## src/hdl/mawd_pkg.sv

```systemverilog
// shared constants of the acceleration magnitude window detector
package mawd_pkg;

  // default build parameters
  localparam int WINDOW_LENGTH_DEF = 30;
  localparam int SAMPLE_BITS_DEF   = 16;

  // configuration port
  localparam int CFG_W     = 16;
  localparam int CFG_IDX_W = 2;

  localparam logic [CFG_IDX_W-1:0] REG_GRAVITY_LEVEL  = CFG_IDX_W'(0);
  localparam logic [CFG_IDX_W-1:0] REG_ZERO_THRESHOLD = CFG_IDX_W'(1);

  localparam logic [CFG_W-1:0] GRAVITY_LEVEL_RST  = CFG_W'(2048);
  localparam logic [CFG_W-1:0] ZERO_THRESHOLD_RST = CFG_W'(410);

  // result word
  localparam int AVG_W = 17;

endpackage

```

## src/hdl/mawd_if.sv

```systemverilog
// valid/ready channel interfaces for sample and result words
interface mawd_in_if #(
  parameter int SAMPLE_BITS = mawd_pkg::SAMPLE_BITS_DEF
) ();
  logic                          valid;
  logic                          ready;
  logic signed [SAMPLE_BITS-1:0] accel_x;
  logic signed [SAMPLE_BITS-1:0] accel_y;
  logic signed [SAMPLE_BITS-1:0] accel_z;

  modport source (output valid, output accel_x, output accel_y, output accel_z, input ready);
  modport sink   (input valid, input accel_x, input accel_y, input accel_z, output ready);
endinterface

interface mawd_out_if import mawd_pkg::*; ();
  logic                    valid;
  logic                    ready;
  logic signed [AVG_W-1:0] average_accel;
  logic                    apogee_detected;

  modport source (output valid, output average_accel, output apogee_detected, input ready);
  modport sink   (input valid, input average_accel, input apogee_detected, output ready);
endinterface

```

## src/hdl/mawd_ram.sv

```systemverilog
// generic single-write, single-read ram with registered read data
module mawd_ram #(
  parameter int WIDTH = 8,
  parameter int DEPTH = 32,
  localparam int AW = (DEPTH > 1) ? $clog2(DEPTH) : 1
) (
  input  logic             clk,
  input  logic             wr_en,
  input  logic [AW-1:0]    wr_addr,
  input  logic [WIDTH-1:0] wr_data,
  input  logic             rd_en,
  input  logic [AW-1:0]    rd_addr,
  output logic [WIDTH-1:0] rd_data
);

  logic [WIDTH-1:0] mem [DEPTH];
  logic [WIDTH-1:0] rd_data_r;

  // write port
  always_ff @(posedge clk) begin
    if (wr_en) begin
      mem[wr_addr] <= wr_data;
    end
  end

  // registered read port
  always_ff @(posedge clk) begin
    if (rd_en) begin
      rd_data_r <= mem[rd_addr];
    end
  end

  assign rd_data = rd_data_r;

endmodule

```

## src/hdl/mawd_sqrt.sv

```systemverilog
// bit-serial integer square root, one root bit per cycle, floor result
module mawd_sqrt #(
  parameter int ROOT_W = 16
) (
  input  logic                clk,
  input  logic                rst_n,
  input  logic                start,
  input  logic [2*ROOT_W-1:0] radicand,
  output logic                done,
  output logic [ROOT_W-1:0]   root
);

  localparam int CW = (ROOT_W > 1) ? $clog2(ROOT_W) : 1;
  localparam logic [CW-1:0] LAST = CW'(ROOT_W - 1);

  logic                busy_r;
  logic                done_r;
  logic [CW-1:0]       cnt_r;
  logic [2*ROOT_W-1:0] rad_r;
  logic [ROOT_W:0]     rem_r;
  logic [ROOT_W-1:0]   root_r;

  logic [ROOT_W+2:0]   rem_sh;
  logic [ROOT_W+2:0]   trial;
  logic [ROOT_W+2:0]   diff;
  logic                take;

  // trial subtract of (root << 2) | 1 against the shifted remainder
  always_comb begin
    rem_sh = {rem_r, rad_r[2*ROOT_W-1 -: 2]};
    trial  = {1'b0, root_r, 2'b01};
    diff   = rem_sh - trial;
    take   = (rem_sh >= trial);
  end

  // iteration control and datapath registers
  always_ff @(posedge clk) begin
    if (!rst_n) begin
      busy_r <= 1'b0;
      done_r <= 1'b0;
      cnt_r  <= '0;
    end else begin
      done_r <= 1'b0;
      if (start) begin
        busy_r <= 1'b1;
        cnt_r  <= '0;
        rad_r  <= radicand;
        rem_r  <= '0;
        root_r <= '0;
      end else if (busy_r) begin
        rad_r <= {rad_r[2*ROOT_W-3:0], 2'b00};
        if (take) begin
          rem_r  <= diff[ROOT_W:0];
          root_r <= {root_r[ROOT_W-2:0], 1'b1};
        end else begin
          rem_r  <= rem_sh[ROOT_W:0];
          root_r <= {root_r[ROOT_W-2:0], 1'b0};
        end
        if (cnt_r == LAST) begin
          busy_r <= 1'b0;
          done_r <= 1'b1;
        end else begin
          cnt_r <= cnt_r + 1'b1;
        end
      end
    end
  end

  assign done = done_r;
  assign root = root_r;

endmodule

```

## src/hdl/mawd_div.sv

```systemverilog
// divider by a build-time constant through one reciprocal multiply, floor quotient
module mawd_div #(
  parameter int DVD_W   = 22,
  parameter int DIVISOR = 30
) (
  input  logic             clk,
  input  logic             rst_n,
  input  logic             start,
  input  logic [DVD_W-1:0] dividend,
  output logic             done,
  output logic [DVD_W-1:0] quotient
);

  // floor(n / DIVISOR) equals (n * RECIP) >> SH for every n below 2**DVD_W
  localparam int SH = DVD_W + $clog2(DIVISOR);
  localparam int MW = DVD_W + 1;
  localparam int PW = DVD_W + MW;
  localparam logic [MW-1:0] RECIP =
    MW'(((64'd1 << SH) + 64'(DIVISOR) - 64'd1) / 64'(DIVISOR));

  logic             busy_r;
  logic             done_r;
  logic [DVD_W-1:0] dvd_r;
  logic [DVD_W-1:0] quo_r;

  logic [PW-1:0]    prod;

  // reciprocal product on the registered dividend
  always_comb begin
    prod = PW'(dvd_r) * PW'(RECIP);
  end

  // dividend register, quotient register in the cycle after
  always_ff @(posedge clk) begin
    if (!rst_n) begin
      busy_r <= 1'b0;
      done_r <= 1'b0;
    end else begin
      done_r <= 1'b0;
      if (start) begin
        busy_r <= 1'b1;
        dvd_r  <= dividend;
      end else if (busy_r) begin
        busy_r <= 1'b0;
        done_r <= 1'b1;
        quo_r  <= DVD_W'(prod >> SH);
      end
    end
  end

  assign done     = done_r;
  assign quotient = quo_r;

endmodule

```

## src/hdl/accel_magnitude_window_detector.sv

```systemverilog
// Acceleration magnitude window detector. Each accepted word carries one
// three-axis sample; the block forms floor(sqrt(x*x + y*y + z*z)), subtracts
// gravity_level, replaces the oldest of WINDOW_LENGTH ring entries (all zero
// after reset) and returns the running sum divided by WINDOW_LENGTH, truncated
// toward zero, plus a flag for |average| < zero_threshold. One word is worked
// on at a time: a new word is accepted only once the last has reached the
// output register. The time is set by the bit-serial square root (one root
// bit per cycle); the squares go through one shared multiplier, one axis after
// another, and the division by WINDOW_LENGTH is a reciprocal multiply. A
// finished result sits in the output register, so the next word is taken while
// it waits; a word that finishes while the previous result still waits holds
// until it leaves. The ring lives in a ram; entries not yet written read as
// zero through a fill flag, so there is no clearing pass after reset.
module accel_magnitude_window_detector import mawd_pkg::*; #(
  parameter int WINDOW_LENGTH = WINDOW_LENGTH_DEF,
  parameter int SAMPLE_BITS   = SAMPLE_BITS_DEF
) (
  input  logic                 clk,
  input  logic                 rst_n,
  mawd_in_if.sink              in_ch,
  mawd_out_if.source           out_ch,
  input  logic                 cfg_wr_en,
  input  logic [CFG_IDX_W-1:0] cfg_index,
  input  logic [CFG_W-1:0]     cfg_wdata
);

  localparam int MAXW  = (SAMPLE_BITS > CFG_W) ? SAMPLE_BITS : CFG_W;
  localparam int EW    = MAXW + 1;
  localparam int SUM_W = EW + $clog2(WINDOW_LENGTH + 1);
  localparam int RW    = 2 * SAMPLE_BITS;
  localparam int SLW   = (WINDOW_LENGTH > 1) ? $clog2(WINDOW_LENGTH) : 1;
  localparam logic [SLW-1:0] SLOT_LAST = SLW'(WINDOW_LENGTH - 1);

  typedef enum logic [2:0] {
    ST_IDLE,
    ST_SQUARE,
    ST_SQRT_GO,
    ST_SQRT_WAIT,
    ST_UPDATE,
    ST_DIV_GO,
    ST_DIV_WAIT,
    ST_FINISH
  } state_t;

  state_t state_r;

  // configuration registers
  logic [CFG_W-1:0] gravity_r;
  logic [CFG_W-1:0] thresh_r;

  // sequencer and datapath registers
  logic [1:0]                   cnt_r;
  logic signed [SAMPLE_BITS-1:0] ax_r;
  logic signed [SAMPLE_BITS-1:0] ay_r;
  logic signed [SAMPLE_BITS-1:0] az_r;
  logic [RW-1:0]                prod_r;
  logic [RW-1:0]                acc_r;
  logic [SAMPLE_BITS-1:0]       mag_r;
  logic [SUM_W-1:0]             sum_r;
  logic [SLW-1:0]               slot_r;
  logic                         filled_r;
  logic                         neg_r;
  logic [SUM_W-1:0]             quo_r;
  logic                         out_valid_r;
  logic [AVG_W-1:0]             out_avg_r;
  logic                         out_flag_r;

  // combinational helpers
  logic signed [SAMPLE_BITS-1:0] sel;
  logic [SAMPLE_BITS-1:0]        op;
  logic [RW-1:0]                 prod_c;
  logic [EW-1:0]                 entry;
  logic [EW-1:0]                 old_c;
  logic [SUM_W-1:0]              sum_nxt;
  logic [SUM_W-1:0]              sum_mag;
  logic [SUM_W:0]                avg_mag;
  logic [SUM_W:0]                avg_c;
  logic                          flag_c;
  logic                          in_fire;
  logic                          out_free;

  logic                   sqrt_done;
  logic [SAMPLE_BITS-1:0] sqrt_root;
  logic                   div_done;
  logic [SUM_W-1:0]       div_quo;
  logic [EW-1:0]          ram_rd_data;

  assign in_fire  = in_ch.valid && (state_r == ST_IDLE);
  assign out_free = !out_valid_r || out_ch.ready;

  // shared squaring multiplier on the absolute sample value
  always_comb begin
    case (cnt_r)
      2'd0:    sel = ax_r;
      2'd1:    sel = ay_r;
      default: sel = az_r;
    endcase
    op     = sel[SAMPLE_BITS-1] ? SAMPLE_BITS'(-sel) : SAMPLE_BITS'(sel);
    prod_c = {{SAMPLE_BITS{1'b0}}, op} * {{SAMPLE_BITS{1'b0}}, op};
  end

  // ring entry, running sum update and result forming
  always_comb begin
    entry   = EW'(mag_r) - EW'(gravity_r);
    old_c   = filled_r ? ram_rd_data : '0;
    sum_nxt = sum_r - {{(SUM_W-EW){old_c[EW-1]}}, old_c}
                    + {{(SUM_W-EW){entry[EW-1]}}, entry};
    sum_mag = sum_r[SUM_W-1] ? SUM_W'(-sum_r) : sum_r;
    avg_mag = {1'b0, quo_r};
    avg_c   = neg_r ? (SUM_W+1)'(-avg_mag) : avg_mag;
    flag_c  = (quo_r < {{(SUM_W-CFG_W){1'b0}}, thresh_r});
  end

  // configuration writes
  always_ff @(posedge clk) begin
    if (!rst_n) begin
      gravity_r <= GRAVITY_LEVEL_RST;
      thresh_r  <= ZERO_THRESHOLD_RST;
    end else if (cfg_wr_en) begin
      case (cfg_index)
        REG_GRAVITY_LEVEL:  gravity_r <= cfg_wdata;
        REG_ZERO_THRESHOLD: thresh_r  <= cfg_wdata;
        default: ;
      endcase
    end
  end

  // sequencer with its registered outputs
  always_ff @(posedge clk) begin
    if (!rst_n) begin
      state_r     <= ST_IDLE;
      cnt_r       <= '0;
      sum_r       <= '0;
      slot_r      <= '0;
      filled_r    <= 1'b0;
      out_valid_r <= 1'b0;
    end else begin
      // result taken; the finish step loads the next one itself
      if (out_valid_r && out_ch.ready && (state_r != ST_FINISH)) begin
        out_valid_r <= 1'b0;
      end
      case (state_r)
        ST_IDLE: begin
          if (in_fire) begin
            ax_r    <= in_ch.accel_x;
            ay_r    <= in_ch.accel_y;
            az_r    <= in_ch.accel_z;
            cnt_r   <= '0;
            acc_r   <= '0;
            state_r <= ST_SQUARE;
          end
        end
        ST_SQUARE: begin
          prod_r <= prod_c;
          if (cnt_r != 2'd0) begin
            acc_r <= acc_r + prod_r;
          end
          cnt_r <= cnt_r + 1'b1;
          if (cnt_r == 2'd3) begin
            state_r <= ST_SQRT_GO;
          end
        end
        ST_SQRT_GO: begin
          state_r <= ST_SQRT_WAIT;
        end
        ST_SQRT_WAIT: begin
          if (sqrt_done) begin
            mag_r   <= sqrt_root;
            state_r <= ST_UPDATE;
          end
        end
        ST_UPDATE: begin
          sum_r <= sum_nxt;
          if (slot_r == SLOT_LAST) begin
            slot_r   <= '0;
            filled_r <= 1'b1;
          end else begin
            slot_r <= slot_r + 1'b1;
          end
          state_r <= ST_DIV_GO;
        end
        ST_DIV_GO: begin
          neg_r   <= sum_r[SUM_W-1];
          state_r <= ST_DIV_WAIT;
        end
        ST_DIV_WAIT: begin
          if (div_done) begin
            quo_r   <= div_quo;
            state_r <= ST_FINISH;
          end
        end
        ST_FINISH: begin
          if (out_free) begin
            out_avg_r   <= avg_c[AVG_W-1:0];
            out_flag_r  <= flag_c;
            out_valid_r <= 1'b1;
            state_r     <= ST_IDLE;
          end
        end
        default: begin
          state_r <= ST_IDLE;
        end
      endcase
    end
  end

  // window ring storage
  mawd_ram #(
    .WIDTH (EW),
    .DEPTH (WINDOW_LENGTH)
  ) u_ring (
    .clk     (clk),
    .wr_en   (state_r == ST_UPDATE),
    .wr_addr (slot_r),
    .wr_data (entry),
    .rd_en   (in_fire),
    .rd_addr (slot_r),
    .rd_data (ram_rd_data)
  );

  // magnitude square root
  mawd_sqrt #(
    .ROOT_W (SAMPLE_BITS)
  ) u_sqrt (
    .clk      (clk),
    .rst_n    (rst_n),
    .start    (state_r == ST_SQRT_GO),
    .radicand (acc_r),
    .done     (sqrt_done),
    .root     (sqrt_root)
  );

  // window average divider on the sum magnitude
  mawd_div #(
    .DVD_W   (SUM_W),
    .DIVISOR (WINDOW_LENGTH)
  ) u_div (
    .clk      (clk),
    .rst_n    (rst_n),
    .start    (state_r == ST_DIV_GO),
    .dividend (sum_mag),
    .done     (div_done),
    .quotient (div_quo)
  );

  assign in_ch.ready            = (state_r == ST_IDLE);
  assign out_ch.valid           = out_valid_r;
  assign out_ch.average_accel   = out_avg_r;
  assign out_ch.apogee_detected = out_flag_r;

endmodule

```

## src/flat_wrapper.sv

```systemverilog
// flat-port wrapper written by rule: the top's interface ports become plain ports
module accel_magnitude_window_detector_flat import mawd_pkg::*;
#(
  parameter int WINDOW_LENGTH = WINDOW_LENGTH_DEF,
  parameter int SAMPLE_BITS   = SAMPLE_BITS_DEF
)
  (clk, rst_n, cfg_wr_en, cfg_index, cfg_wdata, in_ch_valid, in_ch_accel_x, in_ch_accel_y, in_ch_accel_z, in_ch_ready, out_ch_valid, out_ch_average_accel, out_ch_apogee_detected, out_ch_ready);
  mawd_in_if #(.SAMPLE_BITS(SAMPLE_BITS)) in_ch_i ();
  mawd_out_if out_ch_i ();
  input  logic clk;
  input  logic rst_n;
  input  logic cfg_wr_en;
  input  logic [CFG_IDX_W-1:0] cfg_index;
  input  logic [CFG_W-1:0] cfg_wdata;
  input wire logic [$bits(in_ch_i.valid)-1:0] in_ch_valid;
  input wire logic [$bits(in_ch_i.accel_x)-1:0] in_ch_accel_x;
  input wire logic [$bits(in_ch_i.accel_y)-1:0] in_ch_accel_y;
  input wire logic [$bits(in_ch_i.accel_z)-1:0] in_ch_accel_z;
  output wire logic [$bits(in_ch_i.ready)-1:0] in_ch_ready;
  output wire logic [$bits(out_ch_i.valid)-1:0] out_ch_valid;
  output wire logic [$bits(out_ch_i.average_accel)-1:0] out_ch_average_accel;
  output wire logic [$bits(out_ch_i.apogee_detected)-1:0] out_ch_apogee_detected;
  input wire logic [$bits(out_ch_i.ready)-1:0] out_ch_ready;
  assign in_ch_i.valid = in_ch_valid;
  assign in_ch_i.accel_x = in_ch_accel_x;
  assign in_ch_i.accel_y = in_ch_accel_y;
  assign in_ch_i.accel_z = in_ch_accel_z;
  assign in_ch_ready = in_ch_i.ready;
  assign out_ch_valid = out_ch_i.valid;
  assign out_ch_average_accel = out_ch_i.average_accel;
  assign out_ch_apogee_detected = out_ch_i.apogee_detected;
  assign out_ch_i.ready = out_ch_ready;
  accel_magnitude_window_detector #(.WINDOW_LENGTH(WINDOW_LENGTH), .SAMPLE_BITS(SAMPLE_BITS)) u_core (.clk(clk), .rst_n(rst_n), .in_ch(in_ch_i), .out_ch(out_ch_i), .cfg_wr_en(cfg_wr_en), .cfg_index(cfg_index), .cfg_wdata(cfg_wdata));
endmodule
```

## config.mk

```make
export PLATFORM = sky130hd
export DESIGN_NAME = accel_magnitude_window_detector_flat
export DESIGN_NICKNAME = d
export VERILOG_FILES = /design/src/hdl/mawd_pkg.sv /design/src/hdl/mawd_if.sv /design/src/hdl/mawd_ram.sv /design/src/hdl/mawd_sqrt.sv /design/src/hdl/mawd_div.sv /design/src/hdl/accel_magnitude_window_detector.sv /design/src/flat_wrapper.sv
export SDC_FILE = /design/constraint.sdc
export NUM_CORES = 2
export LEC_CHECK = 0
export BUFFER_PORTS_ARGS = -buffer_cell sky130_fd_sc_hd__buf_2
export CAP_MARGIN = 20
export CORE_UTILIZATION = 41
export DETAILED_ROUTE_END_ITERATION = 8
export GPL_TIMING_DRIVEN = 1
export HOLD_SLACK_MARGIN = 0.1
export PLACE_DENSITY_LB_ADDON = 0.12
export SYNTH_ARGS = -nofsm -noshare
export SYNTH_HDL_FRONTEND = slang
export SYNTH_SLANG_ARGS = --single-unit
```

## constraint.sdc

```tcl
create_clock -name clk -period 7.9 [get_ports clk]
set_clock_uncertainty 0.15 [all_clocks]
set_input_delay 0.79 -clock clk [delete_from_list [all_inputs] [get_ports clk]]
set_output_delay 0.79 -clock clk [all_outputs]
set_load 0.01 [all_outputs]
```

==> flow_summary.json <==
{
  "report.final.hold_viol_count": 0,
  "cp_max_fo": 7,
  "slowest_stage": "fa_1",
  "timing.fmax_ghz": 0.132,
  "vias": 29529,
  "wl_met3_um": 3940,
  "final_core_util_pct": 48.1,
  "drive_gt1_share_pct": 18.9,
  "whs_ns": 0.159,
  "num-nets-final": 4796,
  "fp-row-count": 127,
  "die_h_um": 351,
  "post-place-ws_ns": -0.0235,
  "worst_pin_slew_ns": 1.08,
  "grt_max_degree": 85,
  "wl_met2_um": 54600,
  "port_buffers": 90,
  "finalWirelength_um": 113000,
  "fin_setup_tns_ns": 0,
  "die_area_mm2": 0.123,
  "critical_path.most_common_cell": "fa_1",
  "yosysMostFrequentCell": "edfxtp_1",
  "yosysTopAreaCellShare_pct": 47.9,
  "syn_area_mm2": 0.0499,
  "n_antenna_cell": 0,
  "drv_slew": 0,
  "avgViaCountPerCell": 5.10,
  "fin_crit_ns": 7.59,
  "status": "completed",
  "avgSynthCellArea_um2": 13.3,
  "cts_tree": "done",
  "clkTransAtPathRegs_ns": 0.06,
  "routabilityCongestion": 0.823,
  "cp-start-kind": "flop",
  "grt_usage_pct": 18.6,
  "postRouteAntennaNets": 0,
  "synth_enable_flop_cells": 796,
  "synth-async-reset-ratio_pct": 0,
  "cts_num_sinks": 870,
  "fin_crit_sh_pct": 96.1,
  "yosys_warnings": 0,
  "grt_pass1_wl_um": 175000,
  "io_pins": 91,
  "numCtsBuffers": 96,
  "required_ns": 8.19,
  "relSlewSlack_pct": 28.2,
  "coreArea_mm2": 0.120,
  "arrival_ns": 7.88,
  "clk_path_buf_depth": 3,
  "initial_core_util_pct": 41.5,
  "synth_seq_area_share_pct": 50.9,
  "ys_seq_elements": 870,
  "maxCapViolCount": 0,
  "root_buffer": "clkbuf_16",
  "clk_latency_ns": 0.69,
  "synth_cells": 3758,
  "synth_area_leaders": "edfxtp_1 (48%), fa_1 (10%), ha_1 (9.6%)",
  "worstHoldPathType": "in2reg",
  "rsz0062_at_grt": "true",
  "dp_hpwl_um": 80100,
  "synth_flop_cell": "edfxtp_1",
  "end_kind": "flop",
  "syn_to_final_growth_pct": 16.0,
  "yosysUniqueCellTypes": 95,
  "setup_ws_ns": 0.310,
  "die_width_um": 351,
  "antenna_found_initial": 2,
  "nFillCells": 10699,
  "htree_levels": 3,
  "wl_met1_um": 52600,
  "critPathKind": "reg2reg",
  "wl_per_cell_um": 19.6,
  "highest_layer": "met4",
  "grt_pass1_vias": 29991,
  "synth_area_leader_cell": "edfxtp_1",
  "first_pass_iters": 5,
  "first_iter_violations": 1647,
  "synth_commonest_cells": "edfxtp_1 (796), inv_1 (463), ha_1 (383), nand2_1 (341), fa_1 (249)",
  "finalSetupViolations": 0,
  "slowest_delay_ns": 0.54,
  "grt_overflow": 0,
  "drc": 0
}
## logic make-up (layout without fill, tap and decap cells)
group / count (synthesis) / in the layout / share of synthesized area (%)
xor+xnor: 164 / 164 / 2.96
mux: 207 / 207 / 8.08
flops: 870 / 870 / 50.9
compound gates: 511 / 511 / 6.84
fa+ha+maj: 632 / 632 / 19.6
buf+inv: 578 / 985 / 4.42
simple gates: 794 / 794 / 7.22
other cells: 2 / 12 / 0.0150
## registers in the layout (all words and copies together) (netlist names), 3 cells and up
register,cells
u_core.u_sqrt.rad_r,32
u_core.out_ch.average_accel,17
u_core.u_sqrt.rem_r,17
u_core.sum_r,22
u_core.slot_r,5
u_core.gravity_r,16
u_core.u_div.dvd_r,22
u_core.u_ring.rd_data,17
u_core.state_r,3
u_core.az_r,16
u_core.mag_r,16
u_core.quo_r,18
u_core.ay_r,16
u_core.ax_r,16
u_core.u_div.quotient,18
u_core.u_ring.mem,510
u_core.u_sqrt.root,16
u_core.prod_r,31
u_core.thresh_r,16
u_core.acc_r,32
u_core.u_sqrt.cnt_r,4
## critical path: cells and delay by family (launching register included)
family / cells / cell delay [ns]
buf+inv: 7 / 0.64
xor+xnor: 2 / 0.33
flops: 1 / 0.35
fa+ha+maj: 8 / 3.55
compound gates: 6 / 1.27
simple gates: 5 / 1.03
## path summary, 6_finish.rpt
path                                               start                end  slack (ns)  depth (start not counted)
worst max-delay path                     u_core.cnt_r[0]  u_core.prod_r[29]        0.31                         28
worst min-delay path                    in_ch_accel_z[7]     u_core.az_r[7]        0.16                          1
worst max register to register           u_core.cnt_r[0]  u_core.prod_r[29]        0.31                         28
worst min register to register  u_core.u_div.quotient[5]    u_core.quo_r[5]        0.27                          0
## metal layers
metal  vias to the layer above  track usage (%)
met2                       446             30.9
met4                         0             4.33
met3                       123             2.38
met1                     14840             26.0
li1                      14120                -
met5                         -                0
## cell usage in the layout, fill, tap and decap left out, drive strengths merged, types with 8 or more instances in the layout
master,netlist,layout
a31oi,14,14
dfxtp,74,74
buf,29,293
mux2,37,37
xor2,50,50
inv,469,475
a22o,15,15
bufinv,0,11
xnor2,114,114
nor3,28,28
o21ai,89,89
o21a,13,13
nand2b,18,18
dlygate4sd3,0,42
a21boi,42,42
nand4,14,14
o31ai,14,14
and2,31,31
mux4,153,153
fa,249,249
mux2i,17,17
nor2b,19,19
edfxtp,796,796
nand3b,8,8
ha,383,383
nor2,223,223
o21bai,18,18
nand2,341,341
clkbuf,79,116
and3,21,21
clkinv,1,45
a21oi,141,141
o211ai,18,18
or2,10,10
a211oi,12,12
nand3,41,41
a21o,72,72
conb,2,12
o41ai,8,8
## per-stage QoR
step                area (um^2)  instances
finish                    57900       5787
global route              57900       5787
CTS                       57500       5773
detailed placement        53800       5547
global placement          53800       5547
floorplan                 50000       3768
## what timing repair did
action | 4_1_cts | 5_1_grt
gates cloned | 0 | 0
resized for setup | 3 | 60
hold buffers | 42 | 0
endpoints found under the setup margin | 6 | 12
pin swaps | 5 | 46
buffers inserted | 4 | 12
hold endpoints to repair | 42 | 0
## layout make-up
class	count	area [um^2]	area share, %
clock buffer	116	2490	4.30
clock inverter	64	767	1.33
inverter	470	1770	3.05
multi-input combinational	2320	23000	39.7
sequential	870	25400	43.9
tap	1612	2020	3.48
timing repair buffer	335	2490	4.30
Power is left out: the tool's default activity adds up to more than one toggle a clock period on the data nets, which glitch-free logic cannot reach.
